==> src/rtl/sync_length_deframer_macros.svh <==
// ---------------------------------------------------------------------------
// Assertion macros for the sync-length deframer
// Short wrappers for clocked concurrent assertions, reset-qualified.
// ---------------------------------------------------------------------------
`ifndef SYNC_LENGTH_DEFRAMER_MACROS_SVH
`define SYNC_LENGTH_DEFRAMER_MACROS_SVH

// Check that the consequent holds in the same cycle as the antecedent
`define SLD_ASSERT_SAME(lbl, clk, rst_n, ante, cons) \
    lbl: assert property (@(posedge clk) disable iff (!rst_n) (ante) |-> (cons)) \
        else $error("deframer assertion failed");

// Check that the consequent holds in the cycle after the antecedent
`define SLD_ASSERT_NEXT(lbl, clk, rst_n, ante, cons) \
    lbl: assert property (@(posedge clk) disable iff (!rst_n) (ante) |=> (cons)) \
        else $error("deframer assertion failed");

`endif

==> src/rtl/sld_pkg.sv <==
`timescale 1ns / 1ps
// ---------------------------------------------------------------------------
// Deframer package
// Field widths, frame constants, sync word lookup and the queued result token.
// ---------------------------------------------------------------------------
package sld_pkg;

    localparam int BYTE_W   = 8;
    localparam int OFFSET_W = 17;
    localparam int LENGTH_W = 16;
    localparam int SYNC_LEN = 8;
    localparam int SYNC_IDX_W = 3;

    localparam logic [OFFSET_W-1:0] HEADER_BYTES = 17'd10;

    // One queued result: either a single frame byte or a whole sync word
    typedef struct packed {
        logic                is_sync;
        logic [BYTE_W-1:0]   data;
        logic [OFFSET_W-1:0] offset;
        logic                last;
        logic [OFFSET_W-1:0] length;
    } t_token;

    // Sync word 00 FF FF FF FF FF FF 00
    function automatic logic [BYTE_W-1:0] sync_byte(input logic [SYNC_IDX_W-1:0] idx);
        logic [BYTE_W-1:0] res;
        if (idx == 3'd0 || idx == 3'(SYNC_LEN - 1)) begin
            res = 8'h00;
        end else begin
            res = 8'hFF;
        end
        return res;
    endfunction

endpackage

==> src/rtl/sld_in_if.sv <==
`timescale 1ns / 1ps
// ---------------------------------------------------------------------------
// Deframer input channel
// Valid/ready stream carrying one received byte per transfer.
// ---------------------------------------------------------------------------
interface sld_in_if;
    logic                        valid;
    logic                        ready;
    logic [sld_pkg::BYTE_W-1:0]  in_byte;

    modport source (output valid, output in_byte, input ready);
    modport sink   (input valid, input in_byte, output ready);
endinterface

==> src/rtl/sld_out_if.sv <==
`timescale 1ns / 1ps
// ---------------------------------------------------------------------------
// Deframer output channel
// Valid/ready stream carrying one frame byte with its position and marks.
// ---------------------------------------------------------------------------
interface sld_out_if;
    logic                          valid;
    logic                          ready;
    logic [sld_pkg::BYTE_W-1:0]    out_byte;
    logic [sld_pkg::OFFSET_W-1:0]  byte_offset;
    logic                          frame_first;
    logic                          frame_last;
    logic [sld_pkg::OFFSET_W-1:0]  frame_length;

    modport source (output valid, output out_byte, output byte_offset,
                    output frame_first, output frame_last, output frame_length,
                    input ready);
    modport sink   (input valid, input out_byte, input byte_offset,
                    input frame_first, input frame_last, input frame_length,
                    output ready);
endinterface

==> src/rtl/sld_tok_fifo.sv <==
`timescale 1ns / 1ps
// ---------------------------------------------------------------------------
// Deframer token queue
// Small register FIFO of result tokens between the parser and the output.
// ---------------------------------------------------------------------------
module sld_tok_fifo #(
    parameter int DEPTH = 4
) (
    input  logic            i_clk,
    input  logic            i_rst_n,
    input  logic            i_push,
    input  sld_pkg::t_token i_push_data,
    input  logic            i_pop,
    output sld_pkg::t_token o_head,
    output logic            o_empty,
    output logic            o_full
);

    localparam int AW = (DEPTH > 1) ? $clog2(DEPTH) : 1;
    localparam int CW = $clog2(DEPTH + 1);
    localparam logic [AW-1:0] LAST_PTR = AW'(DEPTH - 1);
    localparam logic [CW-1:0] FULL_CNT = CW'(DEPTH);

    sld_pkg::t_token r_mem [DEPTH];
    logic [AW-1:0]   r_wr_ptr, n_wr_ptr;
    logic [AW-1:0]   r_rd_ptr, n_rd_ptr;
    logic [CW-1:0]   r_count,  n_count;

    assign o_head  = r_mem[r_rd_ptr];
    assign o_empty = (r_count == '0);
    assign o_full  = (r_count == FULL_CNT);

    // Advance pointers and occupancy
    always_comb begin
        n_wr_ptr = r_wr_ptr;
        n_rd_ptr = r_rd_ptr;
        n_count  = r_count;
        if (i_push) begin
            n_wr_ptr = (r_wr_ptr == LAST_PTR) ? '0 : r_wr_ptr + 1'b1;
        end
        if (i_pop) begin
            n_rd_ptr = (r_rd_ptr == LAST_PTR) ? '0 : r_rd_ptr + 1'b1;
        end
        if (i_push && !i_pop) begin
            n_count = r_count + 1'b1;
        end else if (!i_push && i_pop) begin
            n_count = r_count - 1'b1;
        end
    end

    always_ff @(posedge i_clk) begin
        if (!i_rst_n) begin
            r_wr_ptr <= '0;
            r_rd_ptr <= '0;
            r_count  <= '0;
        end else begin
            r_wr_ptr <= n_wr_ptr;
            r_rd_ptr <= n_rd_ptr;
            r_count  <= n_count;
        end
    end

    // Store tokens
    always_ff @(posedge i_clk) begin
        if (i_push) begin
            r_mem[r_wr_ptr] <= i_push_data;
        end
    end

endmodule

==> src/rtl/sync_length_deframer.sv <==
`timescale 1ns / 1ps
// ---------------------------------------------------------------------------
// Sync-length deframer
// Finds 00 FF FF FF FF FF FF 00, reads a 16-bit big-endian body length and
// passes the whole frame (header included) out one byte per transfer.
// ---------------------------------------------------------------------------
// Usage:
//   i_in carries one received byte per transfer; o_out carries frame bytes
//   with byte_offset, frame_first, frame_last and frame_length.
//   No output is given while hunting. When the eighth sync byte arrives the
//   eight sync bytes are released on eight consecutive output transfers;
//   length and body bytes then follow one for one.
//   A byte accepted into the input register is parsed and its token pushed into
//   the queue; it reaches o_out from the queue head after the tokens ahead of it.
//   Throughput: one input byte per cycle while the queue has room, set by the parser step
//   between the input register and the token queue. A sync word is one queue
//   token that the output side expands into eight output transfers; the DEPTH-entry
//   queue (nine by default) holds that token and the bytes that arrive while
//   it expands, so the input stalls only when the receiver does.
//   Reset: parser returns to hunting, the input register and queue empty.
//   When the receiver stalls, results collect in the queue and then the
//   input is held off; nothing is dropped.
// ---------------------------------------------------------------------------
`include "sync_length_deframer_macros.svh"

module sync_length_deframer #(
    parameter int DEPTH = 9
) (
    input  logic             i_clk,
    input  logic             i_rst_n,
    sld_in_if.sink           i_in,
    sld_out_if.source        o_out
);

    localparam logic [1:0] PH_HUNT   = 2'd0;
    localparam logic [1:0] PH_LEN_HI = 2'd1;
    localparam logic [1:0] PH_LEN_LO = 2'd2;
    localparam logic [1:0] PH_BODY   = 2'd3;

    localparam logic [sld_pkg::SYNC_IDX_W-1:0] SYNC_LAST = 3'(sld_pkg::SYNC_LEN - 1);
    localparam logic [sld_pkg::OFFSET_W-1:0]   SYNC_POS  = 17'(sld_pkg::SYNC_LEN);

    // Input register
    logic                                r_in_valid, n_in_valid;
    logic [sld_pkg::BYTE_W-1:0]          r_in_byte;

    // Parser state
    logic [1:0]                          r_phase, n_phase;
    logic [sld_pkg::SYNC_IDX_W-1:0]      r_sync_matched, n_sync_matched;
    logic [sld_pkg::BYTE_W-1:0]          r_length_high, n_length_high;
    logic [sld_pkg::LENGTH_W-1:0]        r_body_remaining, n_body_remaining;
    logic [sld_pkg::OFFSET_W-1:0]        r_frame_position, n_frame_position;

    // Output expansion
    logic [sld_pkg::SYNC_IDX_W-1:0]      r_burst_idx, n_burst_idx;

    logic                                w_step;
    logic                                w_accept;
    logic                                w_push;
    sld_pkg::t_token                     w_tok;
    sld_pkg::t_token                     w_head;
    logic                                w_empty;
    logic                                w_full;
    logic                                w_out_xfer;
    logic                                w_pop;
    logic [sld_pkg::LENGTH_W-1:0]        w_len_word;
    logic [sld_pkg::LENGTH_W-1:0]        w_rem_dec;

    // Consume the held byte whenever the queue has room
    assign w_step     = r_in_valid && !w_full;
    assign i_in.ready = !r_in_valid || w_step;
    assign w_accept   = i_in.valid && i_in.ready;

    always_comb begin
        n_in_valid = r_in_valid;
        if (w_accept) begin
            n_in_valid = 1'b1;
        end else if (w_step) begin
            n_in_valid = 1'b0;
        end
    end

    always_ff @(posedge i_clk) begin
        if (!i_rst_n) begin
            r_in_valid <= 1'b0;
        end else begin
            r_in_valid <= n_in_valid;
        end
    end

    always_ff @(posedge i_clk) begin
        if (w_accept) begin
            r_in_byte <= i_in.in_byte;
        end
    end

    // Parse one byte: update state and build the result token
    assign w_len_word = {r_length_high, r_in_byte};
    assign w_rem_dec  = r_body_remaining - 1'b1;

    always_comb begin
        n_phase          = r_phase;
        n_sync_matched   = r_sync_matched;
        n_length_high    = r_length_high;
        n_body_remaining = r_body_remaining;
        n_frame_position = r_frame_position;
        w_push           = 1'b0;
        w_tok.is_sync    = 1'b0;
        w_tok.data       = r_in_byte;
        w_tok.offset     = r_frame_position;
        w_tok.last       = 1'b0;
        w_tok.length     = '0;
        if (w_step) begin
            unique case (r_phase)
                PH_LEN_HI: begin
                    w_push           = 1'b1;
                    n_length_high    = r_in_byte;
                    n_frame_position = r_frame_position + 1'b1;
                    n_phase          = PH_LEN_LO;
                end
                PH_LEN_LO: begin
                    w_push           = 1'b1;
                    n_body_remaining = w_len_word;
                    if (w_len_word == '0) begin
                        w_tok.last       = 1'b1;
                        w_tok.length     = sld_pkg::HEADER_BYTES;
                        n_frame_position = '0;
                        n_sync_matched   = '0;
                        n_phase          = PH_HUNT;
                    end else begin
                        n_frame_position = r_frame_position + 1'b1;
                        n_phase          = PH_BODY;
                    end
                end
                PH_BODY: begin
                    w_push           = 1'b1;
                    n_body_remaining = w_rem_dec;
                    if (w_rem_dec == '0) begin
                        w_tok.last       = 1'b1;
                        w_tok.length     = r_frame_position + 1'b1;
                        n_frame_position = '0;
                        n_sync_matched   = '0;
                        n_phase          = PH_HUNT;
                    end else begin
                        n_frame_position = r_frame_position + 1'b1;
                    end
                end
                default: begin
                    // Hunt one byte per step; a breaking byte may start a new match
                    if (r_in_byte == sld_pkg::sync_byte(r_sync_matched)) begin
                        if (r_sync_matched == SYNC_LAST) begin
                            w_push           = 1'b1;
                            w_tok.is_sync    = 1'b1;
                            n_frame_position = SYNC_POS;
                            n_sync_matched   = '0;
                            n_phase          = PH_LEN_HI;
                        end else begin
                            n_sync_matched = r_sync_matched + 1'b1;
                        end
                    end else begin
                        n_sync_matched = (r_in_byte == 8'h00) ? 3'd1 : 3'd0;
                    end
                end
            endcase
        end
    end

    always_ff @(posedge i_clk) begin
        if (!i_rst_n) begin
            r_phase          <= PH_HUNT;
            r_sync_matched   <= '0;
            r_length_high    <= '0;
            r_body_remaining <= '0;
            r_frame_position <= '0;
        end else begin
            r_phase          <= n_phase;
            r_sync_matched   <= n_sync_matched;
            r_length_high    <= n_length_high;
            r_body_remaining <= n_body_remaining;
            r_frame_position <= n_frame_position;
        end
    end

    // Queue results between parser and output
    sld_tok_fifo #(
        .DEPTH (DEPTH)
    ) u_fifo (
        .i_clk       (i_clk),
        .i_rst_n     (i_rst_n),
        .i_push      (w_push),
        .i_push_data (w_tok),
        .i_pop       (w_pop),
        .o_head      (w_head),
        .o_empty     (w_empty),
        .o_full      (w_full)
    );

    // Expand the head token onto the output channel
    assign o_out.valid        = !w_empty;
    assign o_out.out_byte     = w_head.is_sync ? sld_pkg::sync_byte(r_burst_idx) : w_head.data;
    assign o_out.byte_offset  = w_head.is_sync ? 17'(r_burst_idx) : w_head.offset;
    assign o_out.frame_first  = w_head.is_sync && (r_burst_idx == '0);
    assign o_out.frame_last   = !w_head.is_sync && w_head.last;
    assign o_out.frame_length = w_head.is_sync ? '0 : w_head.length;

    assign w_out_xfer = o_out.valid && o_out.ready;
    assign w_pop      = w_out_xfer && (!w_head.is_sync || r_burst_idx == SYNC_LAST);

    always_comb begin
        n_burst_idx = r_burst_idx;
        if (w_out_xfer && w_head.is_sync) begin
            n_burst_idx = (r_burst_idx == SYNC_LAST) ? '0 : r_burst_idx + 1'b1;
        end
    end

    always_ff @(posedge i_clk) begin
        if (!i_rst_n) begin
            r_burst_idx <= '0;
        end else begin
            r_burst_idx <= n_burst_idx;
        end
    end

    // Checks
    `SLD_ASSERT_SAME(a_last_len, i_clk, i_rst_n, o_out.valid && o_out.frame_last,
                     o_out.frame_length == o_out.byte_offset + 17'd1)
    `SLD_ASSERT_NEXT(a_hold_in, i_clk, i_rst_n, r_in_valid && !w_step,
                     r_in_valid && $stable(r_in_byte))
    `SLD_ASSERT_SAME(a_burst_head, i_clk, i_rst_n, r_burst_idx != 3'd0,
                     o_out.valid && w_head.is_sync)

endmodule
==> src/flat_wrapper.sv <==
// flat-port wrapper written by rule: the top's interface ports become plain ports
module sync_length_deframer_flat 
#(
    parameter int DEPTH = 9
)
  (i_clk, i_rst_n, i_in_valid, i_in_in_byte, i_in_ready, o_out_valid, o_out_out_byte, o_out_byte_offset, o_out_frame_first, o_out_frame_last, o_out_frame_length, o_out_ready);
  sld_in_if i_in_i ();
  sld_out_if o_out_i ();
  input  logic i_clk;
  input  logic i_rst_n;
  input wire logic [$bits(i_in_i.valid)-1:0] i_in_valid;
  input wire logic [$bits(i_in_i.in_byte)-1:0] i_in_in_byte;
  output wire logic [$bits(i_in_i.ready)-1:0] i_in_ready;
  output wire logic [$bits(o_out_i.valid)-1:0] o_out_valid;
  output wire logic [$bits(o_out_i.out_byte)-1:0] o_out_out_byte;
  output wire logic [$bits(o_out_i.byte_offset)-1:0] o_out_byte_offset;
  output wire logic [$bits(o_out_i.frame_first)-1:0] o_out_frame_first;
  output wire logic [$bits(o_out_i.frame_last)-1:0] o_out_frame_last;
  output wire logic [$bits(o_out_i.frame_length)-1:0] o_out_frame_length;
  input wire logic [$bits(o_out_i.ready)-1:0] o_out_ready;
  assign i_in_i.valid = i_in_valid;
  assign i_in_i.in_byte = i_in_in_byte;
  assign i_in_ready = i_in_i.ready;
  assign o_out_valid = o_out_i.valid;
  assign o_out_out_byte = o_out_i.out_byte;
  assign o_out_byte_offset = o_out_i.byte_offset;
  assign o_out_frame_first = o_out_i.frame_first;
  assign o_out_frame_last = o_out_i.frame_last;
  assign o_out_frame_length = o_out_i.frame_length;
  assign o_out_i.ready = o_out_ready;
  sync_length_deframer #(.DEPTH(DEPTH)) u_core (.i_clk(i_clk), .i_rst_n(i_rst_n), .i_in(i_in_i), .o_out(o_out_i));
endmodule
==> config.mk <==
export PLATFORM = sky130hd
export DESIGN_NAME = sync_length_deframer_flat
export DESIGN_NICKNAME = d
export VERILOG_FILES = /design/src/rtl/sld_pkg.sv /design/src/rtl/sld_in_if.sv /design/src/rtl/sld_out_if.sv /design/src/rtl/sld_tok_fifo.sv /design/src/rtl/sync_length_deframer.sv /design/src/flat_wrapper.sv
export VERILOG_INCLUDE_DIRS = /design/src /design/src/rtl
export SDC_FILE = /design/constraint.sdc
export NUM_CORES = 1
export LEC_CHECK = 0
export BUFFER_PORTS_ARGS = -buffer_cell sky130_fd_sc_hd__buf_4
export CAP_MARGIN = 40
export CORE_ASPECT_RATIO = 0.6
export CORE_MARGIN = 4
export CORE_UTILIZATION = 60
export DETAILED_ROUTE_END_ITERATION = 12
export PLACE_DENSITY_LB_ADDON = 0.15
export REMOVE_ABC_BUFFERS = 1
export SYNTH_ARGS = -nofsm -noshare
export SYNTH_HDL_FRONTEND = slang
export SYNTH_HIERARCHICAL = 1
export SYNTH_SLANG_ARGS = --single-unit
==> constraint.sdc <==
create_clock -name i_clk -period 7.5 [get_ports i_clk]
set_clock_uncertainty 0.2 [all_clocks]
set_input_delay 1.5 -clock i_clk [delete_from_list [all_inputs] [get_ports i_clk]]
set_output_delay 1.5 -clock i_clk [all_outputs]
set_load 0.02 [all_outputs]
==> results.ini <==
[sta]
fmax_ghz = 0.182
slew_viol_final = 0
rsz0062_at_grt = false
slew_headroom_pct = 42.9
finalHoldViolations = 0
layout_min_cycle_time_ns = 5.48
setup_violations = 0
worstMarginPinSlew_ns = 0.856
period_share_pct = 73.1

[route]
via_per_inst = 6.25
wl_mm = 46.6
wl_per_cell_um = 23.6
ant_nets = 0
drc_errors = 0
drt_pre_antenna_iters = 7
drtIter0Drc = 1183
vias = 12400

[synthesis]
syn_area_um2 = 20300
synthArstFlopShare_pct = 0
synth_cells = 1447
synth_edf_count = 404
yosysUniqueCellTypes = 79
ys_ff_latch = 470
synth_ff_type = edfxtp_1
yosys_warnings = 6
ys_seq_area_share_pct = 66.2
syn_area_per_cell_um2 = 14.0

[floorplan]
core_area_um2 = 32900
io_pins = 58
die_area_um2 = 37000
initial_utilization_pct = 61.7
die_y_um = 151
dieWidth_um = 246
placementRows = 51

[final_layout]
final_common_cell = edfxtp_1
n_antenna_cell = 0
area_growth_pct = 11.2
final_cells = 1980
final_cell_mix = edfxtp_1 (404), nand2_1 (104), mux2i_1 (98)
drive_above_1_share_pct = 18.0
fin_nets = 1533
final_core_util_pct = 68.7

[placement]
dp.cells = 1903
dp_hpwl_mm = 26.9
gp_congestion = 0.879
io_buffers = 57

[clock_tree]
post_cts_resized = 0
cts_hold_buf = 0
postCtsSetupRepairBufs = 0
clkTransAtPathRegs_ns = 0.07
cts_root_buf = clkbuf_16
clk_path_buf_depth = 3
clk_latency_ns = 0.55
numClockSinks = 470
cts_tree = yes
cts_buffers = 43
ctsHtreeMaxLevel = 2

[setup_path]
path_max_fanout = 44
end_kind = output pin
worstSetupPathType = reg2out
critPathArrivalTime_ns = 3.78
worstPathRequired_ns = 5.80
ff2ff_path_depth = 15
startpoint_type = register

[run]
drv_cap = 0

[global_route]
grt_max_degree = 69
grt_pass1_vias = 12000
grt_antenna_before_repair = 0
grt_pass1_wl_mm = 72.0
grt.overflow.total = 0
grt_usage_pct = 25.4

[pwr]
p_leak_nw = 7.56
p_per_area_nw_per_um2 = 221
peakVddDrop_v = 0.000162

[outcome]
outcome = completed

[min_path]
hold_path_class = reg2reg
min_from = u_core/r_length_high[2]
whs_path_depth = 2

-- sequential cells by signal, summed over array words and instances (netlist names), 4 cells and up, named ones only --
register	flops
u_core/r_body_remaining	16
u_core/r_length_high	8
u_core/r_in_byte	8
u_core/u_fifo/r_wr_ptr	4
u_core/u_fifo/r_count	4
u_core/u_fifo/r_rd_ptr	4
u_core/u_fifo/r_mem	396
u_core/r_frame_position	17
-- critical path, stage by stage (launching register included) --
cell      delay (ns)
dfxtp_1         0.43
nand2b_2        0.16
buf_4           0.59
o221ai_1        0.29
o21ai_4         0.70
buf_4           0.51
mux2_2          0.38
buf_4           0.15
-- Yosys cell counts, drive strengths merged, types with 14 or more instances --
cell type | count | area (um^2)
nor4 | 15 | 121
nor2b | 43 | 269
ha | 22 | 275
nand2 | 106 | 400
o22ai | 14 | 87.6
edfxtp | 404 | 12100
buf | 40 | 398
mux2i | 98 | 981
mux2 | 93 | 1050
nor3 | 15 | 80.1
a31oi | 18 | 113
o221ai | 35 | 307
clkbuf | 45 | 169
dfxtp | 66 | 1320
inv | 32 | 120
nand3 | 33 | 165
a22oi | 35 | 263
a21oi | 32 | 160
o21ai | 83 | 415
nor2 | 72 | 270
-- final cells by class --
cell class / count / area [um^2]
inverters: 34 / 128
repair buffers: 91 / 821
fillers: 2302 / 10300
well taps: 450 / 563
multi-input cells: 858 / 6280
clock inverters: 14 / 91.3
flip-flops and latches: 470 / 13500
clock buffers: 63 / 1260
-- power breakdown --
group	total [mW]	internal, mW	switching [mW]
Clock	2.13	1.20	0.927
Sequential	2.82	2.81	0.0121
Combinational	0.0547	0.0250	0.0297
Total	5.00	4.03	0.969
-- metrics by stage --
stage / total power [mW] / hold slack [ns] / setup slack, ns / cell area (um^2) / TNS (ns)
after floorplan: 2.91 / 0.245 / -2.30 / 19800 / -102.99
after global placement: 2.92 / 0.260 / 2.57 / 21000 / 0
after detailed placement: 2.93 / 0.262 / 2.62 / 21300 / 0
after CTS: 5.04 / 0.272 / 2.04 / 22600 / 0
after global routing: 5.16 / 0.297 / 1.90 / 22600 / 0
final: 5.00 / 0.273 / 2.02 / 22600 / 0
-- final timing paths --
path,end,slack [ns]
worst min register to register,u_core/r_length_high[2],0.27
worst min-delay path,u_core/r_length_high[2],0.27
worst max-delay path,o_out_byte_offset[0],2.02
worst max register to register,u_core/u_fifo/r_count[3],2.89
-- metal layers --
layer	track usage [%]	share of wire (%)	vias up
met3	4.97	7.8	77
li1	-	-	5659
met5	0	0	-
met4	5.89	1.9	0
met1	38.6	46	6159
met2	38.4	44	483
-- logic make-up (layout without fill, tap and decap cells) --
kind of cell | count (synthesis) | count (layout) | share of synthesized area, %
fa+ha+maj | 23 | 23 | 1.45
mux | 191 | 191 | 9.98
simple gates | 341 | 341 | 8.41
xor+xnor | 19 | 19 | 0.819
flops | 470 | 470 | 66.2
buf+inv | 119 | 202 | 3.42
compound gates | 284 | 284 | 9.75
Power figures use the tool's default switching activity.
